$ cat src/rtl/knp_pkg.sv
package knp_pkg;

	localparam int unsigned WordW = 32;
	localparam int unsigned NumWords = 4;
	localparam int unsigned MaxKeyWords = 8;
	localparam int unsigned CfgW = 64;
	localparam int unsigned CfgIdxW = 3;
	localparam int unsigned RoundW = 8;
	localparam int unsigned PhaseW = $clog2(NumWords);
	localparam int unsigned KeyIdxW = $clog2(MaxKeyWords);

	typedef logic [WordW-1:0] word_t;

	// configuration register indexes
	typedef enum logic [CfgIdxW-1:0] {
		CFG_KEY_SIZE = 3'd0,
		CFG_KEY_A    = 3'd1,
		CFG_KEY_B    = 3'd2,
		CFG_KEY_C    = 3'd3,
		CFG_KEY_D    = 3'd4
	} cfg_idx_t;

	// key size codes
	localparam logic [1:0] KEY_128 = 2'd0;
	localparam logic [1:0] KEY_192 = 2'd1;

	localparam logic [KeyIdxW-1:0] LAST_KEY_128 = KeyIdxW'(3);
	localparam logic [KeyIdxW-1:0] LAST_KEY_192 = KeyIdxW'(5);
	localparam logic [KeyIdxW-1:0] LAST_KEY_256 = KeyIdxW'(7);

	typedef enum logic {
		ST_IDLE,
		ST_RUN
	} seq_state_t;

	// sequencer to datapath
	typedef struct packed {
		logic               load;
		logic               step;
		logic               done;
		logic [PhaseW-1:0]  phase;
		logic [KeyIdxW-1:0] key_idx;
	} seq_ctl_t;

endpackage

$ cat src/rtl/knp_pass.sv
module knp_pass (
	input  knp_pkg::word_t              word0,
	input  knp_pkg::word_t              word1,
	input  knp_pkg::word_t              word2,
	input  knp_pkg::word_t              word3,
	input  logic [knp_pkg::PhaseW-1:0]  phase,
	input  knp_pkg::word_t              key_word,
	output knp_pkg::word_t              word_new
);
	import knp_pkg::*;

	word_t a, b, c, d;
	word_t t1, t2, t3, t4;

	// rotate word roles so the updated word is always a
	always_comb begin
		case (phase)
			2'd0: begin
				a = word0; b = word1; c = word2; d = word3;
			end
			2'd1: begin
				a = word1; b = word2; c = word3; d = word0;
			end
			2'd2: begin
				a = word2; b = word3; c = word0; d = word1;
			end
			default: begin
				a = word3; b = word0; c = word1; d = word2;
			end
		endcase
	end

	// 32 feedback steps at once
	assign t1 = (b >> 15) | (c << 17);
	assign t2 = (c >> 6) | (d << 26);
	assign t3 = (c >> 21) | (d << 11);
	assign t4 = (c >> 27) | (d << 5);

	assign word_new = a ^ t1 ^ ~(t2 & t3) ^ t4 ^ key_word;

endmodule

$ cat src/rtl/knp_seq.sv
module knp_seq (
	input  logic                        clk,
	input  logic                        arst_n,
	input  logic                        start,
	input  logic [knp_pkg::RoundW-1:0]  round_count,
	input  logic [1:0]                  key_size,
	output logic                        busy,
	output knp_pkg::seq_ctl_t           ctl
);
	import knp_pkg::*;

	seq_state_t         state_q, state_d;
	logic [RoundW-1:0]  rounds_q, rounds_d;
	logic [PhaseW-1:0]  phase_q, phase_d;
	logic [KeyIdxW-1:0] kidx_q, kidx_d;
	logic               done_q, done_d;
	logic [KeyIdxW-1:0] last_kidx;
	logic [RoundW-1:0]  rounds_dec;

	always_comb begin
		case (key_size)
			KEY_128: last_kidx = LAST_KEY_128;
			KEY_192: last_kidx = LAST_KEY_192;
			default: last_kidx = LAST_KEY_256;
		endcase
	end

	assign rounds_dec = rounds_q - RoundW'(1);

	always_ff @(posedge clk or negedge arst_n) begin
		if (!arst_n) begin
			state_q  <= ST_IDLE;
			rounds_q <= '0;
			phase_q  <= '0;
			kidx_q   <= '0;
			done_q   <= 1'b0;
		end else begin
			state_q  <= state_d;
			rounds_q <= rounds_d;
			phase_q  <= phase_d;
			kidx_q   <= kidx_d;
			done_q   <= done_d;
		end
	end

	always_comb begin
		state_d     = state_q;
		rounds_d    = rounds_q;
		phase_d     = phase_q;
		kidx_d      = kidx_q;
		done_d      = 1'b0;
		ctl.load    = 1'b0;
		ctl.step    = 1'b0;
		ctl.done    = done_q;
		ctl.phase   = phase_q;
		ctl.key_idx = kidx_q;
		case (state_q)
			ST_IDLE: begin
				if (start) begin
					ctl.load = 1'b1;
					state_d  = ST_RUN;
					rounds_d = round_count;
					phase_d  = '0;
					kidx_d   = '0;
				end
			end
			ST_RUN: begin
				ctl.step = 1'b1;
				phase_d  = phase_q + PhaseW'(1);
				kidx_d   = (kidx_q >= last_kidx) ? '0 : kidx_q + KeyIdxW'(1);
				// round ends after the fourth pass; zero count wraps to 256 rounds
				if (phase_q == PhaseW'(NumWords - 1)) begin
					rounds_d = rounds_dec;
					if (rounds_dec == '0) begin
						state_d = ST_IDLE;
						done_d  = 1'b1;
					end
				end
			end
			default: state_d = ST_IDLE;
		endcase
	end

	assign busy = (state_q == ST_RUN);

endmodule

$ cat src/rtl/keyed_nlfsr_permutation.sv
// Keyed NLFSR permutation of a 128-bit state. An item is taken when start is high and busy is
// low; the block then runs one 32-step pass per clock through a single shared feedback unit,
// four passes per round, with busy high while the item runs (a round count of 0 means
// 256 rounds), and once the last pass is done the result appears with done high
// for exactly one cycle right after. The receiver cannot stall: the result must be taken in
// that cycle. A new item may be started in the cycle that done is high. Key registers are
// written through cfg_we/cfg_index/cfg_data and must only change while busy is low.
module keyed_nlfsr_permutation (
	input  logic                        clk,
	input  logic                        arst_n,
	input  logic                        start,
	output logic                        busy,
	output logic                        done,
	input  logic                        cfg_we,
	input  logic [knp_pkg::CfgIdxW-1:0] cfg_index,
	input  logic [knp_pkg::CfgW-1:0]    cfg_data,
	input  logic [63:0]                 state_in_low,
	input  logic [63:0]                 state_in_high,
	input  logic [7:0]                  round_count,
	output logic [63:0]                 state_out_low,
	output logic [63:0]                 state_out_high
);
	import knp_pkg::*;

	logic [1:0] key_size_q;
	word_t      key_q [MaxKeyWords];
	word_t      work_q [NumWords];
	word_t      word_new;
	seq_ctl_t   ctl;

	always_ff @(posedge clk or negedge arst_n) begin
		if (!arst_n) begin
			key_size_q <= '0;
			key_q      <= '{default: '0};
		end else if (cfg_we) begin
			case (cfg_index)
				CFG_KEY_SIZE: key_size_q <= cfg_data[1:0];
				CFG_KEY_A: begin
					key_q[0] <= cfg_data[31:0];
					key_q[1] <= cfg_data[63:32];
				end
				CFG_KEY_B: begin
					key_q[2] <= cfg_data[31:0];
					key_q[3] <= cfg_data[63:32];
				end
				CFG_KEY_C: begin
					key_q[4] <= cfg_data[31:0];
					key_q[5] <= cfg_data[63:32];
				end
				CFG_KEY_D: begin
					key_q[6] <= cfg_data[31:0];
					key_q[7] <= cfg_data[63:32];
				end
				default: ;
			endcase
		end
	end

	knp_seq u_seq (
		.clk         (clk),
		.arst_n      (arst_n),
		.start       (start),
		.round_count (round_count),
		.key_size    (key_size_q),
		.busy        (busy),
		.ctl         (ctl)
	);

	knp_pass u_pass (
		.word0    (work_q[0]),
		.word1    (work_q[1]),
		.word2    (work_q[2]),
		.word3    (work_q[3]),
		.phase    (ctl.phase),
		.key_word (key_q[ctl.key_idx]),
		.word_new (word_new)
	);

	always_ff @(posedge clk or negedge arst_n) begin
		if (!arst_n) begin
			work_q <= '{default: '0};
		end else if (ctl.load) begin
			work_q[0] <= state_in_low[31:0];
			work_q[1] <= state_in_low[63:32];
			work_q[2] <= state_in_high[31:0];
			work_q[3] <= state_in_high[63:32];
		end else if (ctl.step) begin
			work_q[ctl.phase] <= word_new;
		end
	end

	assign done           = ctl.done;
	assign state_out_low  = {work_q[1], work_q[0]};
	assign state_out_high = {work_q[3], work_q[2]};

endmodule
$ cat config.mk
export PLATFORM = sky130hd
export DESIGN_NAME = keyed_nlfsr_permutation
export DESIGN_NICKNAME = d
export VERILOG_FILES = /design/src/rtl/knp_pkg.sv /design/src/rtl/knp_pass.sv /design/src/rtl/knp_seq.sv /design/src/rtl/keyed_nlfsr_permutation.sv
export SDC_FILE = /design/constraint.sdc
export NUM_CORES = 1
export LEC_CHECK = 0
export BUFFER_PORTS_ARGS = -buffer_cell sky130_fd_sc_hd__buf_2
export CAP_MARGIN = 40
export CELL_PAD_IN_SITES_DETAIL_PLACEMENT = 1
export CELL_PAD_IN_SITES_GLOBAL_PLACEMENT = 2
export CORE_UTILIZATION = 38
export CTS_CLUSTER_DIAMETER = 120
export DETAILED_ROUTE_END_ITERATION = 8
export GPL_ROUTABILITY_DRIVEN = 1
export MAX_ROUTING_LAYER = met4
export PLACE_DENSITY = 0.92
export SYNTH_ARGS = -nofsm -noshare
export SYNTH_HDL_FRONTEND = slang
export SYNTH_SLANG_ARGS = --single-unit
$ cat constraint.sdc
create_clock -name clk -period 2.66 [get_ports clk]
set_input_delay 0.399 -clock clk [delete_from_list [all_inputs] [get_ports clk]]
set_output_delay 0.399 -clock clk [all_outputs]
set_load 0.02 [all_outputs]
=== Word level (Yosys, flattened, before mapping) ===
Cells that the tools add are included.

* Muxes and demuxes: 30
* Reductions and logical operators: 12
* Eq/ne operators: 10
* Magnitude comparators: 4
* Bitwise gates (word level): 13
* Add/subtract/negate cells: 3

{| class="wikitable"
|+ Operator list
! cell !! number
|-
| one-hot mux 32 bit (3 select lines) || 3
|-
| 2-to-1 mux 128 bit || 2
|-
| bitwise mux 128 bit || 1
|-
| bitwise XOR 32 bit || 4
|-
| binary-select mux 32 bit (select 3 bit) || 1
|-
| 2-to-1 mux 32 bit || 3
|-
| one-hot mux 27 bit (3 select lines) || 1
|-
| demux 32 bit (select 2 bit) || 1
|-
| AND 32 bit || 1
|-
| NOT 32 bit || 1
|-
| OR 11 x 32 -> 32 bit || 1
|-
| OR 17 x 32 -> 32 bit || 1
|-
| OR 26 x 32 -> 32 bit || 1
|-
| OR 5 x 32 -> 32 bit || 1
|-
| 2-to-1 mux 8 bit || 2
|-
| one-hot mux 8 bit (2 select lines) || 1
|-
| one-hot mux 3 bit (2 select lines) || 2
|-
| AND reduction 2 bit || 6
|-
| logical NOT 8 bit || 1
|-
| 2-to-1 mux 1 bit || 8
|-
| subtractor 8 x 1 -> 8 bit, second input constant || 1
|-
| == test 3 x 2 -> 1 bit, second input constant || 2
|-
| 2-to-1 mux 3 bit || 2
|-
| == test 2 x 1 -> 1 bit, second input constant || 2
|-
| other kinds (20) || 23
|}

* Bits in registers: 401
* Logic and storage cells: 90
* Output and inout bits: 130

=== Depth between registers and ports, before layout ===
* Depth in word-level cells: 11
* Mapped depth: 11
* Depth with buffers taken out: 8

=== Hierarchy ===
A second synthesis with hierarchy kept.

* Cell total of the unflattened synthesis: 1728
* Area total of the unflattened synthesis: 22937.0 um^2

{| class="wikitable"
|+ Modules (own cells, without submodules)
! module !! area an instance (um^2) !! times used !! cells an instance
|-
| keyed_nlfsr_permutation || 17738.3 || 1 || 1367
|-
| knp_pass || 4206.5 || 1 || 263
|-
| knp_seq || 992.2 || 1 || 98
|}

=== Least setup slack after synthesis ===
No wires, ideal clock.

* Path type: register -> register
* Start: register u_seq.phase_q[0]
* End: register work_q, in the netlist state_out_low[15]
* Cell stages (with the launch flop): 11
* Path slack: 0.521 ns
* Arrival time: 1.996 ns
* Buffers on the path: 3
* Period minus slack after synthesis: 2.139 ns
* Cell sequence: dfrtp_1 inv_1 ha_1 buf_2 buf_2 buf_2 a222oi_1 mux2i_1 xnor2_1 xnor2_1 mux2i_1

* Word-level cells in the longest chain between the ends: 11
* Elaborated cells on any way between the ends: 26

{| class="wikitable"
|+ Ends and longest elaborated chain
! element !! line !! text
|-
| start, declared || knp_seq.sv:14 || <nowiki>logic [PhaseW-1:0] phase_q, phase_d;</nowiki>
|-
| start signal, assigned || knp_seq.sv:40 || <nowiki>phase_q <= phase_d;</nowiki>
|-
| == test 2 bit (tied with other cells) || knp_pass.sv:17 || <nowiki>case (phase)</nowiki>
|-
| one-hot mux 32 bit (3 select lines) or one-hot mux 27 bit (3 select lines) (tied branches) || knp_pass.sv:17 ||
|-
| OR 26 x 32 -> 32 bit or OR 11 x 32 -> 32 bit (tied branches) || knp_pass.sv:35, knp_pass.sv:36 ||
|-
| AND 32 bit || knp_pass.sv:39 || <nowiki>assign word_new = a ^ t1 ^ ~(t2 & t3) ^ t4 ^ key_word;</nowiki>
|-
| NOT 32 bit || knp_pass.sv:39 ||
|-
| bitwise XOR 32 bit (3 in a row) || knp_pass.sv:39 ||
|-
| bitwise mux 128 bit (*) || keyed_nlfsr_permutation.sv:88 || <nowiki>work_q[ctl.phase] <= word_new;</nowiki>
|-
| 2-to-1 mux 128 bit (*) || keyed_nlfsr_permutation.sv:87 || <nowiki>end else if (ctl.step) begin</nowiki>
|-
| 2-to-1 mux 128 bit (*) || keyed_nlfsr_permutation.sv:82 || <nowiki>end else if (ctl.load) begin</nowiki>
|-
| end signal, assigned by index || keyed_nlfsr_permutation.sv:88 ||
|-
| end, declared || keyed_nlfsr_permutation.sv:27 || <nowiki>word_t work_q [NumWords];</nowiki>
|}

Mark *: on every way between the ends. The rest lies on a longest branch, timed or not. The select of a mux whose other input is x is not followed.
A chain may end at the register's enable or synchronous reset.

=== Worst setup path after layout ===
* Start: register u_seq.phase_q[0]
* End: register work_q, in the netlist state_out_low[23]

Same word-level chain as after synthesis.

==> summary by stage <==
Power and ir drop
The analysis attributes to cell leakage a power of 0.0122 uW. The maximum ir drop on the vdd rail is 0.797 mV. The ratio of total power to cell area is 1660 mW/mm^2.

Timing
The final number of hold-violating endpoints is 0. The max-slew violation count was 0. At the pin with the least slew margin, the transition time is 762 ps. Timing would allow up to 0.387 GHz.

Of the available clock period, the critical path in the final layout requires 0.971. The least setup slack across all paths after layout is 77.8 ps. Measured against its own limit, the worst slew margin works out to 0.491. The largest clock skew in the final design is 15.4 ps. Setup repair after global routing left no endpoint under its margin. The routed design could run at a clock period as short as 2580 ps. The worst hold margin is 59.6 ps. The final setup violation count is 0.

Worst setup path
On the worst path, the slowest cell contributes a delay of 390 ps. Along the worst path, the maximum fanout reaches 15. The signal on the critical path passes through buf_4 -> ha_4 -> inv_4 -> buf_12 -> buf_4 -> a2bb2oi_1 -> buf_4 -> xnor2_1 -> xnor2_1 -> xnor2_2 -> mux2_1. The worst setup path category is flop to flop.

The worst setup path is captured at a flop. STA classifies the critical path startpoint as a flop. At the worst endpoint, the arrival time is 3050 ps. Tracing the worst setup path back leads to its startpoint at u_seq.phase_q[0]. The slowest stage of the critical path is the sky130_fd_sc_hd__dfrtp_1 cell. The startpoint identified for the worst register-to-register timing path is u_seq.phase_q[0]. At the worst endpoint, the required time is 3130 ps. Among the stages of the critical path, the cell type that occurs most often is sky130_fd_sc_hd__buf_4.

Logic synthesis
The post-synthesis instance area is 0.0219 sq mm. For this run, asynchronously set or reset flops after synthesis account for 1.00. The number of distinct library cell variants in the gate-level netlist after synthesis is 40. The number of enable flip-flop cells after synthesis is 0. The fraction of synthesized cell area in xor and xnor cells is 0.0563. In this run the mean area of a mapped cell was 11.0 sq um. The dominant combinational cell family by area after synthesis is multiplexers. The synthesized netlist net count is 2203. The instance count of the mapped netlist is 1987. The post-synthesis compound-gate area fraction was 0.137.

Of the total synthesized cell area, the portion taken by full adders, half adders and majority gates is 0.00514. The fraction of synthesized area in multiplexers is 0.234. For this run, the number of Yosys warnings is 0. The synthesized design contains 401 register bits.

Of the total synthesized cell area, the portion taken by AND, OR, NAND and NOR gates is 0.0723. The share of the Yosys chip area taken by registers is 0.458. For this run, the leading register cell type out of synthesis is sky130_fd_sc_hd__dfrtp_1.

Placed design
Buffers placed on the I/O ports in this run total 336. The total instance count after detailed placement is 3082. Prior to clock tree synthesis, the placed netlist has a worst setup slack of -328 ps.

Once placement finished, the instance area stood at 0.0255 sq mm. The estimated wirelength of the detail-placed design is 60500 um. The final weighted congestion of routability-driven global placement is 0.929.

Routing
The number of vias per cell after detailed routing is 5.66. In this run the remaining antenna-violating nets after routing total 0. The iteration-0 DRC count of the detailed router is 1329. The number of search-and-repair iterations in the first detailed-routing pass is 7. The per-cell routed wire length is 25.5 um. The number of remaining DRC errors is 0. The final wirelength is 81200 um. The number of vias after detailed routing is 18000.

Clocking
The number of sinks on the clock net is 401. The master cell of the clock root buffer is sky130_fd_sc_hd__clkbuf_16. The deepest clock path buffer count is 3.

At the later pin of the worst-skew pair, clock insertion delay measures 590 ps. The count of H-tree levels built during CTS is 2. Clock-pin slew was measured on the worst setup and hold paths at 70 ps.

The number of buffers inserted during clock tree synthesis is 45. TritonCTS built the clock tree.

Layout
Of the cells placed in the final design, the portion with a size suffix greater than 1 is 0.385. The final non-filler cell area is 0.0272 sq mm. Measured on the finished design, the core utilization comes to 0.479.

The layout net count is 2598. Leaving out filler cells and counting taps, the final layout contains 3182. Relative to the synthesized area, the layout overhead comes to 24.0%.

Global routing
The first global-routing pass estimated 123000 um of wire. The initial antenna violation count came to 8. In the global route stage, overall resource usage came out at 0.283.

The pin count of the biggest net entering global routing is 113. The number of global-route vias before repair is 19300. After global routing the overflow that remains totals 0.

Floorplanning
The initial standard-cell utilization of the core is 0.386. The chip width is 242 um. The top-level port count is 337. Measured along the y axis, the die boundary spans 242 um. The number of core rows is 87. The area of the core region is 0.0567 sq mm. The die covers 0.0586 sq mm.

Outcome
The run finished with clean final reports.

Hold path
The path class of the tightest hold or removal check is primary input to flop. The worst min-delay path startpoint is state_in_high[42].

Job
The number of max-cap violations is 0.
final cells by class:
cell class              instances  area, sq um
diodes                         10         25.0
clock buffers                  67         1280
clock inverters                14          128
well taps                     756          946
multi-input cells            1407        11300
repair buffers                503         3370
flip-flops and latches        401        10000
fillers                      6140        29500
inverters                      24         92.6
Yosys cell counts (6+ instances only):
cell type                   number  share of area
sky130_fd_sc_hd__a22oi_1       106          0.036
sky130_fd_sc_hd__a21oi_1       113          0.026
sky130_fd_sc_hd__nand2_1       344          0.059
sky130_fd_sc_hd__o21ai_0         6         0.0014
sky130_fd_sc_hd__xnor2_1       130          0.052
sky130_fd_sc_hd__mux4_2         64          0.066
sky130_fd_sc_hd__mux2_2        260           0.13
sky130_fd_sc_hd__o21ai_1       101          0.023
sky130_fd_sc_hd__clkbuf_1       69          0.012
sky130_fd_sc_hd__inv_1          23         0.0039
sky130_fd_sc_hd__o211ai_1        6         0.0021
sky130_fd_sc_hd__dfrtp_1       401           0.46
sky130_fd_sc_hd__a222oi_1       32          0.015
sky130_fd_sc_hd__buf_2          69          0.016
sky130_fd_sc_hd__nand3_1         6         0.0014
sky130_fd_sc_hd__nor2_1         38         0.0065
sky130_fd_sc_hd__buf_1           9         0.0015
sky130_fd_sc_hd__ha_1            9         0.0051
sky130_fd_sc_hd__buf_6           6         0.0031
sky130_fd_sc_hd__mux2i_1        74          0.034
sky130_fd_sc_hd__a2bb2oi_1      70          0.028
sky130_fd_sc_hd__nor3_1          7         0.0016
sky130_fd_sc_hd__xor2_1          9         0.0036
state kept, by name (all words and copies together) (netlist names):
register / flops
u_seq.busy: 1
u_seq.kidx_q: 3
key_size_q: 2
u_seq.done_q: 1
u_seq.phase_q: 2
key_q: 256
state_out_high: 64
u_seq.rounds_q: 8
state_out_low: 64
cells in the final DEF (no fill, tap or decap), types with 5 or more instances in the layout:
cell type,n
sky130_fd_sc_hd__a21oi_1,112
sky130_fd_sc_hd__a222oi_1,32
sky130_fd_sc_hd__a22o_1,5
sky130_fd_sc_hd__a22oi_1,106
sky130_fd_sc_hd__a2bb2oi_1,66
sky130_fd_sc_hd__buf_12,32
sky130_fd_sc_hd__buf_2,335
sky130_fd_sc_hd__buf_4,132
sky130_fd_sc_hd__clkbuf_1,15
sky130_fd_sc_hd__clkbuf_16,46
sky130_fd_sc_hd__clkbuf_8,7
sky130_fd_sc_hd__clkinv_2,10
sky130_fd_sc_hd__dfrtp_1,398
sky130_fd_sc_hd__diode_2,10
sky130_fd_sc_hd__ha_1,5
sky130_fd_sc_hd__inv_1,23
sky130_fd_sc_hd__mux2_2,260
sky130_fd_sc_hd__mux2i_1,73
sky130_fd_sc_hd__mux4_2,64
sky130_fd_sc_hd__nand2_1,341
sky130_fd_sc_hd__nand3_1,5
sky130_fd_sc_hd__nor2_1,37
sky130_fd_sc_hd__nor3_1,6
sky130_fd_sc_hd__o211ai_1,6
sky130_fd_sc_hd__o21ai_0,6
sky130_fd_sc_hd__o21ai_1,101
sky130_fd_sc_hd__xnor2_1,117
sky130_fd_sc_hd__xnor2_2,14
sky130_fd_sc_hd__xor2_1,9
routing by layer:
metal / track usage / wire length [um] / vias up
met2: 0.475 / 41100 / 536
met4: 0.0758 / 2200 / 0
met1: 0.354 / 33500 / 9370
li1: - / - / 7993
met5: - / 0 / -
met3: 0.0461 / 4430 / 122
worst max-delay path, delay by kind of cell, from the launching register on:
family,cells,cell delay [ps]
buffers and inverters,5,790
xor gates and xnor gates,3,560
DFF,1,390
muxes,1,300
AOI/OAI and AO/OA,1,230
adders and majority gates,1,180
through the flow:
step / setup TNS [ps] / power [uW]
after global placement: -796 / 37100
after CTS: 0 / 44700
final: 0 / 45200
after detailed placement: -1660 / 38200
after floorplan: 0 / 26700
after global routing: 0 / 47800
final timing paths:
| kind | cells after the start | endpoint | slack [ps] |
|---|---|---|---|
| setup / recovery | 11 | state_out_low[23] | 80 |
| hold / removal | 3 | state_out_high[42] | 60 |
| setup reg to reg | 11 | state_out_low[23] | 80 |
| hold reg to reg | 1 | key_q[223] | 500 |
| max in group asynchronous | 3 | key_q[63] | 1310 |
| min in group asynchronous | 2 | state_out_low[6] | 380 |
where the power goes:
part           internal [uW]  switching [uW]  total (uW)
clock network           3440            2640        6080
logic                  12600           15700       28300
registers               8230            2630       10900
total                  24300           20900       45200
logic make-up (layout without fill, tap and decap cells):
| family | count (synthesis) | in the layout |
|---|---|---|
| DFF | 401 | 401 |
| buffers and inverters | 179 | 608 |
| xor gates and xnor gates | 140 | 140 |
| AOI/OAI and AO/OA | 450 | 450 |
| muxes | 400 | 400 |
| other | 0 | 10 |
| and+or+nand+nor | 408 | 408 |
| adders and majority gates | 9 | 9 |
what timing repair did:
| item | in CTS | in global routing |
|---|---|---|
| gates resized for setup | 7 | 12 |
| endpoints found under the setup margin | 22 | 52 |
| hold buffers | 1 | 0 |
| pin swaps | 1 | 2 |
| gates cloned | 0 | 1 |
| hold endpoints to repair | 57 | 0 |
| setup buffers | 0 | 7 |
No activity file was read; power rests on OpenSTA's default activity.
